<file path="config.mk">
export PLATFORM = sky130hd
export DESIGN_NAME = sha256_stream_hasher_top
export DESIGN_NICKNAME = d
export VERILOG_FILES = /design/src/hw/rtl/sha_pkg.sv /design/src/hw/rtl/sha_datapath.sv /design/src/hw/rtl/sha_ctrl.sv /design/src/hw/rtl/sha256_stream_hasher_top.sv
export SDC_FILE = /design/constraint.sdc
export NUM_CORES = 2
export LEC_CHECK = 0
export BUFFER_PORTS_ARGS = -buffer_cell sky130_fd_sc_hd__buf_4
export CORE_AREA = 2 2 429 431
export DETAILED_ROUTE_END_ITERATION = 10
export DIE_AREA = 0 0 431 433
export PLACE_DENSITY = 0.65
export SYNTH_ARGS = -nofsm -noshare
export SYNTH_HDL_FRONTEND = slang
export SYNTH_SLANG_ARGS = --single-unit
</file>
<file path="constraint.sdc">
create_clock -name i_clk -period 44.1 [get_ports i_clk]
set_input_delay 2.205 -clock i_clk [delete_from_list [all_inputs] [get_ports i_clk]]
set_output_delay 2.205 -clock i_clk [all_outputs]
set_load 0.05 [all_outputs]
</file>
<file path="src/hw/rtl/sha_pkg.sv">
// Shared types and constants for the SHA-256 stream hasher.
package sha_pkg;

    typedef enum logic [2:0] {
        ST_IDLE,
        ST_PAD,
        ST_ZERO,
        ST_LEN,
        ST_HASH,
        ST_EMIT
    } t_state;

    // Controller to datapath commands.
    typedef struct packed {
        logic       buf_wr;      // write one byte into the block buffer
        logic [1:0] buf_src;     // byte source select
        logic       cnt_add;     // add 8 to the bit count
        logic       hash_start;  // load working vars and start rounds
        logic       msg_clear;   // restore initial chain, clear count
    } t_cmd;

    // Datapath to controller status.
    typedef struct packed {
        logic [5:0] fill;
        logic       hash_busy;
        logic       hash_done;
    } t_status;

    localparam logic [1:0] SRC_DATA = 2'd0;
    localparam logic [1:0] SRC_PAD  = 2'd1;
    localparam logic [1:0] SRC_ZERO = 2'd2;
    localparam logic [1:0] SRC_LEN  = 2'd3;

    localparam logic [7:0] PAD_BYTE = 8'h80;
    localparam logic [5:0] LEN_POS  = 6'd56;

    localparam logic [31:0] INIT_HASH [8] = '{
        32'h6a09e667, 32'hbb67ae85, 32'h3c6ef372, 32'ha54ff53a,
        32'h510e527f, 32'h9b05688c, 32'h1f83d9ab, 32'h5be0cd19
    };

    localparam logic [31:0] ROUND_K [64] = '{
        32'h428a2f98, 32'h71374491, 32'hb5c0fbcf, 32'he9b5dba5,
        32'h3956c25b, 32'h59f111f1, 32'h923f82a4, 32'hab1c5ed5,
        32'hd807aa98, 32'h12835b01, 32'h243185be, 32'h550c7dc3,
        32'h72be5d74, 32'h80deb1fe, 32'h9bdc06a7, 32'hc19bf174,
        32'he49b69c1, 32'hefbe4786, 32'h0fc19dc6, 32'h240ca1cc,
        32'h2de92c6f, 32'h4a7484aa, 32'h5cb0a9dc, 32'h76f988da,
        32'h983e5152, 32'ha831c66d, 32'hb00327c8, 32'hbf597fc7,
        32'hc6e00bf3, 32'hd5a79147, 32'h06ca6351, 32'h14292967,
        32'h27b70a85, 32'h2e1b2138, 32'h4d2c6dfc, 32'h53380d13,
        32'h650a7354, 32'h766a0abb, 32'h81c2c92e, 32'h92722c85,
        32'ha2bfe8a1, 32'ha81a664b, 32'hc24b8b70, 32'hc76c51a3,
        32'hd192e819, 32'hd6990624, 32'hf40e3585, 32'h106aa070,
        32'h19a4c116, 32'h1e376c08, 32'h2748774c, 32'h34b0bcb5,
        32'h391c0cb3, 32'h4ed8aa4a, 32'h5b9cca4f, 32'h682e6ff3,
        32'h748f82ee, 32'h78a5636f, 32'h84c87814, 32'h8cc70208,
        32'h90befffa, 32'ha4506ceb, 32'hbef9a3f7, 32'hc67178f2
    };

    function automatic logic [31:0] rotr(input logic [31:0] x, input int unsigned n);
        rotr = (x >> n) | (x << (32 - n));
    endfunction

endpackage

</file>
<file path="src/hw/rtl/sha_datapath.sv">
// Datapath: block buffer, bit count, message schedule, round engine, chain state.
module sha_datapath import sha_pkg::*; (
    input  logic        i_clk,
    input  logic        i_rst_n,
    input  t_cmd        i_cmd,
    input  logic [7:0]  i_data_byte,
    input  logic [2:0]  i_word_sel,
    output t_status     o_status,
    output logic [31:0] o_word
);
    logic [31:0] r_buf [16];     // block buffer, big-endian words
    logic [5:0]  r_fill;
    logic [63:0] r_cnt;
    logic [63:0] r_len;          // length latched at start of padding
    logic [31:0] r_h [8];
    logic [31:0] r_v [8];
    logic [31:0] r_w [16];       // rolling schedule window
    logic [6:0]  r_rnd;
    logic        r_busy;
    logic        r_done;
    logic [7:0]  wr_byte;
    logic [31:0] w_cur, w_new, s0, s1, t1, t2, ch, maj, bs0, bs1;
    logic [2:0]  len_sel;

    assign len_sel = 3'(r_fill - LEN_POS);

    always_comb begin
        case (i_cmd.buf_src)
            SRC_DATA: wr_byte = i_data_byte;
            SRC_PAD:  wr_byte = PAD_BYTE;
            SRC_ZERO: wr_byte = 8'h00;
            SRC_LEN:  wr_byte = r_len[{~len_sel, 3'd0} +: 8];
            default:  wr_byte = 8'h00;
        endcase
    end

    // Schedule: first 16 rounds read the buffer, then expand in the window.
    assign s0    = rotr(r_w[1], 7) ^ rotr(r_w[1], 18) ^ (r_w[1] >> 3);
    assign s1    = rotr(r_w[14], 17) ^ rotr(r_w[14], 19) ^ (r_w[14] >> 10);
    assign w_new = s1 + r_w[9] + s0 + r_w[0];
    assign w_cur = (r_rnd < 7'd16) ? r_buf[r_rnd[3:0]] : w_new;
    assign bs1 = rotr(r_v[4], 6) ^ rotr(r_v[4], 11) ^ rotr(r_v[4], 25);
    assign ch  = (r_v[4] & r_v[5]) ^ (~r_v[4] & r_v[6]);
    assign bs0 = rotr(r_v[0], 2) ^ rotr(r_v[0], 13) ^ rotr(r_v[0], 22);
    assign maj = (r_v[0] & r_v[1]) ^ (r_v[0] & r_v[2]) ^ (r_v[1] & r_v[2]);
    assign t1  = r_v[7] + bs1 + ch + ROUND_K[r_rnd[5:0]] + w_cur;
    assign t2  = bs0 + maj;

    always_ff @(posedge i_clk) begin
        if (i_cmd.buf_wr) begin
            r_buf[r_fill[5:2]][{~r_fill[1:0], 3'd0} +: 8] <= wr_byte;
        end
        if (i_cmd.buf_src == SRC_PAD && i_cmd.buf_wr) begin
            r_len <= r_cnt;
        end
        if (i_cmd.hash_start) begin
            for (int i = 0; i < 8; i++) r_v[i] <= r_h[i];
        end else if (r_busy) begin
            r_v[0] <= t1 + t2;
            r_v[1] <= r_v[0];
            r_v[2] <= r_v[1];
            r_v[3] <= r_v[2];
            r_v[4] <= r_v[3] + t1;
            r_v[5] <= r_v[4];
            r_v[6] <= r_v[5];
            r_v[7] <= r_v[6];
            for (int i = 0; i < 15; i++) r_w[i] <= r_w[i + 1];
            r_w[15] <= w_cur;
        end
    end

    always_ff @(posedge i_clk) begin
        if (!i_rst_n) begin
            r_fill <= '0;
            r_cnt  <= '0;
            r_rnd  <= '0;
            r_busy <= 1'b0;
            r_done <= 1'b0;
            for (int i = 0; i < 8; i++) r_h[i] <= INIT_HASH[i];
        end else begin
            r_done <= 1'b0;
            if (i_cmd.buf_wr) r_fill <= r_fill + 6'd1;
            if (i_cmd.cnt_add) r_cnt <= r_cnt + 64'd8;
            if (i_cmd.hash_start) begin
                r_busy <= 1'b1;
                r_rnd  <= '0;
            end else if (r_busy) begin
                r_rnd <= r_rnd + 7'd1;
                if (r_rnd == 7'd63) begin
                    r_busy <= 1'b0;
                    r_done <= 1'b1;
                end
            end
            // Fold working vars into chain in the cycle after the last round.
            if (r_done) begin
                for (int i = 0; i < 8; i++) r_h[i] <= r_h[i] + r_v[i];
            end
            if (i_cmd.msg_clear) begin
                r_cnt  <= '0;
                r_fill <= '0;
                for (int i = 0; i < 8; i++) r_h[i] <= INIT_HASH[i];
            end
        end
    end

    assign o_status = '{fill: r_fill, hash_busy: r_busy, hash_done: r_done};
    assign o_word   = r_h[i_word_sel];

    a_no_wr_busy: assert property (@(posedge i_clk) disable iff (!i_rst_n)
        !(r_busy && i_cmd.buf_wr))
        else $error("buffer written during compression");
    a_rnd_range: assert property (@(posedge i_clk) disable iff (!i_rst_n)
        r_busy |-> (r_rnd < 7'd64))
        else $error("round counter out of range");
    a_done_idle: assert property (@(posedge i_clk) disable iff (!i_rst_n)
        r_done |-> !r_busy)
        else $error("done while busy");
endmodule

</file>
<file path="src/hw/rtl/sha_ctrl.sv">
// Controller: sequences byte intake, padding, compressions and digest output.
module sha_ctrl import sha_pkg::*; (
    input  logic       i_clk,
    input  logic       i_rst_n,
    input  logic       i_in_valid,
    input  logic       i_byte_valid,
    input  logic       i_eom,
    input  logic       i_out_ready,
    input  t_status    i_status,
    output logic       o_in_ready,
    output logic       o_out_valid,
    output logic [2:0] o_word_sel,
    output t_cmd       o_cmd
);
    t_state     r_state, n_state;
    t_state     r_ret, n_ret;        // state to resume after a compression
    logic [2:0] r_idx, n_idx;
    logic       take;

    assign take = i_in_valid && o_in_ready;

    always_comb begin
        n_state = r_state;
        n_ret   = r_ret;
        n_idx   = r_idx;
        case (r_state)
            ST_IDLE: begin
                if (take) begin
                    if (i_byte_valid && i_status.fill == 6'd63) begin
                        n_state = ST_HASH;
                        n_ret   = i_eom ? ST_PAD : ST_IDLE;
                    end else if (i_eom) begin
                        n_state = ST_PAD;
                    end
                end
            end
            ST_PAD: begin
                // Pad byte landing just before the length field: go straight to it.
                if (i_status.fill == 6'd55) begin
                    n_state = ST_LEN;
                end else if (i_status.fill == 6'd63) begin
                    n_state = ST_HASH;
                    n_ret   = ST_ZERO;
                end else begin
                    n_state = ST_ZERO;
                end
            end
            ST_ZERO: begin
                if (i_status.fill == 6'd55) n_state = ST_LEN;
                else if (i_status.fill == 6'd63) begin
                    n_state = ST_HASH;
                    n_ret   = ST_ZERO;
                end
            end
            ST_LEN: begin
                if (i_status.fill == 6'd63) begin
                    n_state = ST_HASH;
                    n_ret   = ST_EMIT;
                end
            end
            ST_HASH: begin
                if (i_status.hash_done) n_state = r_ret;
            end
            ST_EMIT: begin
                if (i_out_ready) begin
                    n_idx = r_idx + 3'd1;
                    if (r_idx == 3'd7) begin
                        n_state = ST_IDLE;
                    end
                end
            end
            default: n_state = ST_IDLE;
        endcase
    end

    always_comb begin
        o_cmd       = '0;
        o_in_ready  = 1'b0;
        o_out_valid = 1'b0;
        case (r_state)
            ST_IDLE: begin
                o_in_ready = 1'b1;
                if (take && i_byte_valid) begin
                    o_cmd.buf_wr  = 1'b1;
                    o_cmd.buf_src = SRC_DATA;
                    o_cmd.cnt_add = 1'b1;
                    if (i_status.fill == 6'd63) o_cmd.hash_start = 1'b1;
                end
            end
            ST_PAD: begin
                o_cmd.buf_wr  = 1'b1;
                o_cmd.buf_src = SRC_PAD;
                if (i_status.fill == 6'd63) o_cmd.hash_start = 1'b1;
            end
            ST_ZERO: begin
                o_cmd.buf_wr  = 1'b1;
                o_cmd.buf_src = SRC_ZERO;
                if (i_status.fill == 6'd63) o_cmd.hash_start = 1'b1;
            end
            ST_LEN: begin
                o_cmd.buf_wr  = 1'b1;
                o_cmd.buf_src = SRC_LEN;
                if (i_status.fill == 6'd63) o_cmd.hash_start = 1'b1;
            end
            ST_EMIT: begin
                o_out_valid = 1'b1;
                if (i_out_ready && r_idx == 3'd7) o_cmd.msg_clear = 1'b1;
            end
            default: ;
        endcase
    end

    always_ff @(posedge i_clk) begin
        if (!i_rst_n) begin
            r_state <= ST_IDLE;
            r_ret   <= ST_IDLE;
            r_idx   <= '0;
        end else begin
            r_state <= n_state;
            r_ret   <= n_ret;
            r_idx   <= n_idx;
        end
    end

    assign o_word_sel = r_idx;

    a_no_overlap: assert property (@(posedge i_clk) disable iff (!i_rst_n)
        !(o_out_valid && o_in_ready))
        else $error("input taken while digest is out");
    a_idx_clear: assert property (@(posedge i_clk) disable iff (!i_rst_n)
        (r_state != ST_EMIT) |-> (r_idx == 3'd0))
        else $error("word index not cleared outside output");
endmodule

</file>
<file path="src/hw/rtl/sha256_stream_hasher_top.sv">
// SHA-256 byte stream hasher: top level joining controller and datapath.
// Throughput: one byte transfer per cycle while the block fills; a full block
// then stalls input while its 64 rounds run, one per cycle, and the fold follows.
// After the end transfer the pad, zero and length bytes are written and one or
// two compressions run before the first digest word is valid.
// Reset (i_rst_n low, synchronous) restores the initial chain and clears counts.
module sha256_stream_hasher_top import sha_pkg::*; (
    input  logic        i_clk,
    input  logic        i_rst_n,
    input  logic        s_axis_tvalid,
    output logic        s_axis_tready,
    input  logic [7:0]  s_axis_tdata,   // [7:0] data_byte
    input  logic        s_axis_tuser,   // [0] byte_valid
    input  logic        s_axis_tlast,   // end_of_message
    output logic        m_axis_tvalid,
    input  logic        m_axis_tready,
    output logic [31:0] m_axis_tdata,   // [31:0] digest_word
    output logic [2:0]  m_axis_tuser,   // [2:0] word_index
    output logic        m_axis_tlast    // last_word
);
    t_cmd       cmd;
    t_status    status;
    logic [2:0] word_sel;

    // Sequence intake, padding and output.
    sha_ctrl u_ctrl (
        .i_clk        (i_clk),
        .i_rst_n      (i_rst_n),
        .i_in_valid   (s_axis_tvalid),
        .i_byte_valid (s_axis_tuser),
        .i_eom        (s_axis_tlast),
        .i_out_ready  (m_axis_tready),
        .i_status     (status),
        .o_in_ready   (s_axis_tready),
        .o_out_valid  (m_axis_tvalid),
        .o_word_sel   (word_sel),
        .o_cmd        (cmd)
    );

    // Hold buffer, count, chain and round engine.
    sha_datapath u_dp (
        .i_clk       (i_clk),
        .i_rst_n     (i_rst_n),
        .i_cmd       (cmd),
        .i_data_byte (s_axis_tdata),
        .i_word_sel  (word_sel),
        .o_status    (status),
        .o_word      (m_axis_tdata)
    );

    assign m_axis_tuser = word_sel;
    assign m_axis_tlast = (word_sel == 3'd7);
endmodule
</file>
-- After elaboration in Yosys (flattened, before gate mapping)
Memory sizes are Yosys's and may differ from the RTL's. A register that Yosys moved wholly into a read port is not among the register bits.
Cells that the tools add are included.
- $add $sub $neg: 24
- $lt $le $gt $ge: 2
- equality and inequality tests: 21
- shift-type cells: 3
- multiplexer cells: 77
- bitwise logic cells: 56
- reduce and logical (&&, ||, !) cells: 16
- operators with widths (cell ; count):
    32-bit 2-to-1 mux ; 28
    32-bit adder ; 18
    32-bit XOR ; 9
    32-bit bitwise AND ; 5
    64-bit by 4-bit adder with 64-bit output (second input constant) ; 1
    64-bit by 7-bit indexed part select with 8-bit output ; 1
    3-bit 2-to-1 mux ; 17
    32-bit inverter ; 1
    10-bit by 32-bit bitwise OR with 32-bit output ; 1
    13-bit by 32-bit bitwise OR with 32-bit output ; 1
    14-bit by 32-bit bitwise OR with 32-bit output ; 1
    15-bit by 32-bit bitwise OR with 32-bit output ; 1
    19-bit by 32-bit bitwise OR with 32-bit output ; 1
    21-bit by 32-bit bitwise OR with 32-bit output ; 1
    25-bit by 32-bit bitwise OR with 32-bit output ; 1
    26-bit by 32-bit bitwise OR with 32-bit output ; 1
    30-bit by 32-bit bitwise OR with 32-bit output ; 1
    7-bit by 32-bit bitwise OR with 32-bit output ; 1
    8-bit one-hot mux with 4 select lines ; 1
    8-bit by 7-bit variable shift with 32-bit output (first input constant) ; 1
    8-bit by 7-bit indexed part select with 32-bit output ; 1
    32-bit by 22-bit XOR with 32-bit output ; 1
    32-bit by 29-bit XOR with 32-bit output ; 1
    1-bit 2-to-1 mux ; 24
    37 further kinds ; 80
- bits in registers: 152
- bits in writable memories: 1536
- ROM bits: 2048
- output and inout bits: 38
- logic and storage cells: 213
- memories kept: 5
- memories (memory ; depth ; width ; rd ports ; clocked after Yosys merged registers in ; wr ports ; RTL line ; RTL):
    (name not given) ; 64 ; 32 ; 1 ; 0 ; 0 ; sha_datapath.sv:46 ; assign t1 = r_v[7] + bs1 + ch + ROUND_K[r_rnd[5:0]] + w_cur;
    u_dp.r_buf ; 16 ; 32 ; 1 ; 1 ; 1 ; sha_datapath.sv:11 ; logic [31:0] r_buf [16];
    u_dp.r_w ; 16 ; 32 ; 16 ; 0 ; 16 ; sha_datapath.sv:17 ; logic [31:0] r_w [16];
    u_dp.r_h ; 8 ; 32 ; 9 ; 1 ; 8 ; sha_datapath.sv:15 ; logic [31:0] r_h [8];
    u_dp.r_v ; 8 ; 32 ; 8 ; 0 ; 8 ; sha_datapath.sv:16 ; logic [31:0] r_v [8];

-- Depth between registers and ports, before layout
An unclocked memory read counts as a cell.
- depth in word-level cells: 11
- mapped depth: 45
- mapped depth without buffers: 45

-- By module
A second synthesis with hierarchy kept.
- cells, all modules: 7532
- area total of the unflattened synthesis: 91048.6 um^2
- modules (own cells, without submodules) (module ; instances ; cells each ; area an instance (um^2) ; seq. area each (um^2)):
    sha_datapath ; 1 ; 7449 ; 90410.5 ; 48276.3
    sha_ctrl ; 1 ; 82 ; 631.9 ; 180.2
    sha256_stream_hasher_top ; 1 ; 1 ; 6.3 ; 0.0

-- Worst setup path after synthesis
OpenSTA, ideal clock, no wires.
- kind: input to register
- start: in s_axis_tvalid
- end: mem u_dp.r_w[0][0], enable pin
- arrival time: 17.058 ns
- path slack: 25.965 ns
- stages: 8
- path buffers: 2
- cells stage by stage: and3_1 > buf_6 > inv_1 > nand2_1 > nand2_1 > nand2_1 > inv_1 > clkbuf_1
- RTL lines (item ; RTL line ; RTL):
    from (decl) ; sha256_stream_hasher_top.sv:10 ; input logic s_axis_tvalid,
    to (decl) ; sha_datapath.sv:17 ;

==> results.md <==
- Max cap viols: 0
- Site row count: 157
- Critical path's largest stage delay: 0.65 ns
- Setup-failing EPs final: 0
- Sequential Power Share: 49.1%
- Startpoint types: flip-flop
- Crit path DAT: 11.70 ns
- Ratio of cells with drive above 1 in the final layout: 10.0%
- Cell Int Power: 2.72 mW
- Setup Buffers After CTS: 0
- Worst min-delay path class: flip-flop to flip-flop
- Relative slew margins: 16.9%
- Top cells by area, synth: edfxtp_1 (49%), mux4_2 (6.0%), ha_1 (5.7%), dfxtp_1 (4.9%), fa_1 (4.3%)
- GP Congestion: 0.973
- Critical Path Fanout Max: 7
- Cells after synthesis: 7500
- CP Class: flip-flop to flip-flop
- Buf+Inv Stages, Crit Path: 3
- GR Util All Layers: 27.5%
- Mapped Nets: 8120
- DIE WIDTH: 431 µm
- Hold_sp: u_dp.r_w[1][68]
- Drt first pass iters: 8
- Clk_skew: 0.0438 ns
- Post-CTS Hold Fix Bufs: 0
- Switch share: 23.7%
- CP max stage cell: o21ai_0
- Drc violations: 0
- #FFs+latches synth: 1689
- Htree depth: 4
- Worst slack at placement: 33.12 ns
- Sw power: 842 µW
- Antenna viol nets, final: 0
- RSZ-0062 raised after global routing: no
- Final total power: 3.56 mW
- Dpl hpwl: 187000 µm
- Mapped Area: 0.0906 mm²
- WHS Endpoint: u_dp.r_w[1][36]
- Post-synth ARST share: 0%
- Critical Path Stages: 39
- Final worst-path cycle share: 25.3%
- Synth top area share: 48.7%
- Total grt overflow: 0
- Drt wl/cell: 25.8 µm
- Largest delay share family, worst path: adder cells
- Post-synth EDFFs: 1469
- I/O pins: 52
- Avg Cell Area, Syn: 12.1 µm²
- Clock transition at the registers of the reported paths: 0.07 ns
- Slew Viols, Final: 0
- YS warnings: 0
- Multi-input combinational cell area: 0.0393 mm²
- Setup TNS: 0 ns
- Cells on Worst Hold Path: 0
- Initial antenna violation count: 3
- Full die area: 0.187 mm²
- Clk pwr share: 42.6%
- Placed cell count: 9676
- Cell repeated most along the worst path: fa_1
- R2r setup slk: 32.95 ns
- Reg-to-Reg End: u_dp.r_v[0][31]
- Worst EP required: 44.65 ns
- Logic pwr share: 8.3%
- Main synth FF type: edfxtp_1
- IO buf count: 51
- Status: completed
- First-pass GRT wire length: 381000 µm
- Core area: 0.182 mm²
- Resize count post-CTS: 0
- Reg-to-Reg Start: u_dp.r_w[0][40]
- Nets: 8090
- Pwr dens: 35.9 mW/mm²
- Worst-Skew Late Latency: 0.84 ns
- CTS tree: built
- Clock buffer depth: 3
- DR iter-0 viols: 6306
- Starting density of the core: 49.7%
- Die height: 433 µm
- Sequential standard cell area: 0.0485 mm²
- Worst-Margin Slew: 1.25 ns
- Sink Count: 1689
- Final wirelength: 258000 µm
- R2R cell count: 39
- Fin cells: 10000
- CTS root buf: clkbuf_16
- Vias in the first global route: 57400
- Setup WS post-layout: 32.95 ns
- Layout area overhead: 9.55%
- Number of fill cells: 15200
- Hold Fails Final Rpt: 0
- Final min period: 11.15 ns
- Leading area contributor after synthesis: edfxtp_1
- Peak VDD IR: 0.0373 mV
- Via density: 5.97
- Worst Setup End Kind: flip-flop
- Pleak: 36.1 nW
- Part of the Yosys area used for sequential elements: 53.6%
- CTS Buf Count: 177
- Via count: 59700
- Fmax: 0.0897 GHz
- Largest net degree at the start of global routing: 148
- Cell variety after synth: 85
==> placed cells by master (no fill, tap or decap), types with 29 or more instances in the layout <==
master | Yosys | routed
edfxtp_1 | 1469 | 1469
nand2_1 | 998 | 995
nor2_1 | 509 | 508
xnor2_1 | 421 | 421
inv_1 | 414 | 411
ha_1 | 411 | 411
a21oi_1 | 405 | 405
o21ai_0 | 359 | 358
mux4_2 | 243 | 243
a21o_1 | 215 | 215
dfxtp_1 | 220 | 209
xor2_1 | 200 | 200
fa_1 | 195 | 195
clkbuf_16 | 0 | 179
buf_4 | 0 | 126
nand3_1 | 86 | 86
nor3_1 | 83 | 82
mux2_2 | 71 | 71
mux2i_1 | 66 | 66
nor2b_1 | 65 | 64
a211oi_1 | 61 | 61
o21a_1 | 59 | 58
o21bai_1 | 54 | 54
nand2b_1 | 55 | 54
and3_1 | 49 | 49
a31oi_1 | 43 | 43
or3_1 | 40 | 40
nand4_1 | 40 | 40
clkbuf_1 | 271 | 34
clkinv_2 | 0 | 33
clkinv_1 | 0 | 32
o31ai_1 | 29 | 29
==> metal layers <==
metal | vias to the layer above | share of wire [%] | global-route usage (%)
met5 | - | 0 | 0
met4 | 0 | 3.3 | 8.85
met3 | 386 | 7.6 | 4.92
met2 | 2316 | 45 | 42.2
met1 | 29900 | 44 | 39.6
li1 | 27100 | - | -
==> synthesized netlist by cell type (200+ instances only) <==
master    count
edfxtp_1   1469
nand2_1     998
nor2_1      509
xnor2_1     421
inv_1       414
ha_1        411
a21oi_1     405
o21ai_0     359
clkbuf_1    271
mux4_2      243
dfxtp_1     220
a21o_1      215
xor2_1      200
==> layout make-up <==
type | instances | area share [%]
inverter | 414 | 1.58
antenna | 1 | 0.00252
timing repair buffer | 127 | 0.973
multi-input combinational | 5061 | 39.6
tap | 2385 | 3.01
clock inverter | 113 | 1.19
clock buffer | 220 | 4.74
sequential | 1689 | 48.9
==> power by group through the flow <==
| stage | clock [mW] | combinational, mW | sequential (mW) |
|---|---|---|---|
| 6_report | 1.52 | 0.297 | 1.75 |
| 5_1_grt | 1.60 | 0.324 | 1.75 |
| 4_1_cts | 1.55 | 0.295 | 1.75 |
| 3_5_place_dp | 0 | 0.293 | 1.78 |
| 3_3_place_gp | 0 | 0.289 | 1.78 |
| 2_1_floorplan | 0 | 0.211 | 1.78 |
==> worst max path at each step <==
stage / slack (ns) / to / from
floorplan: 25.96 / u_dp.r_w[0][0] / s_axis_tvalid
global placement: 33.24 / u_dp.r_v[0][31] / flip-flop
detailed placement: 33.12 / u_dp.r_v[0][31] / u_dp.r_w[0][40]
CTS: 33.05 / u_dp.r_v[0][31] / u_dp.r_w[0][40]
global route: 32.38 / u_dp.r_v[0][31] / u_dp.r_w[0][40]
finish: 32.95 / u_dp.r_v[0][31] / u_dp.r_w[0][40]
==> metrics by stage <==
stage          cell area (µm²)  hold slack [ns]  util, %
5_1_grt                  99200            0.392     54.5
6_report                 99200            0.392     54.5
3_3_place_gp             93400            0.400     51.3
2_1_floorplan            90600            0.400        -
3_5_place_dp             93400            0.405     51.3
4_1_cts                  99200            0.385     54.5
==> flip-flops by register name, indices dropped and copies added, names as in the netlist, named ones only <==
name               count
u_dp.r_w             512
u_dp.r_h             256
u_dp.r_fill            6
u_ctrl.r_ret           3
u_dp.r_len            61
u_dp.r_rnd             7
u_dp.r_buf           512
u_dp.r_busy            1
u_ctrl.o_word_sel      3
u_ctrl.r_state         3
u_dp.r_v             256
u_dp.r_done            1
u_dp.r_cnt            61
==> cells by family (layout without fill, tap and decap cells) <==
logic type,after synthesis,in the layout,synth area share [%]
buffers and inverters,750,874,3.14
other,0,1,0
flip-flops,1689,1689,53.6
AO/OA/AOI/OAI,1417,1417,9.76
AND/OR/NAND/NOR,2018,2018,9.68
multiplexers,380,380,7.65
adder cells (fa/ha/maj),624,624,10.2
XOR/XNOR,622,622,6.03
Power figures use the tool's default switching activity.
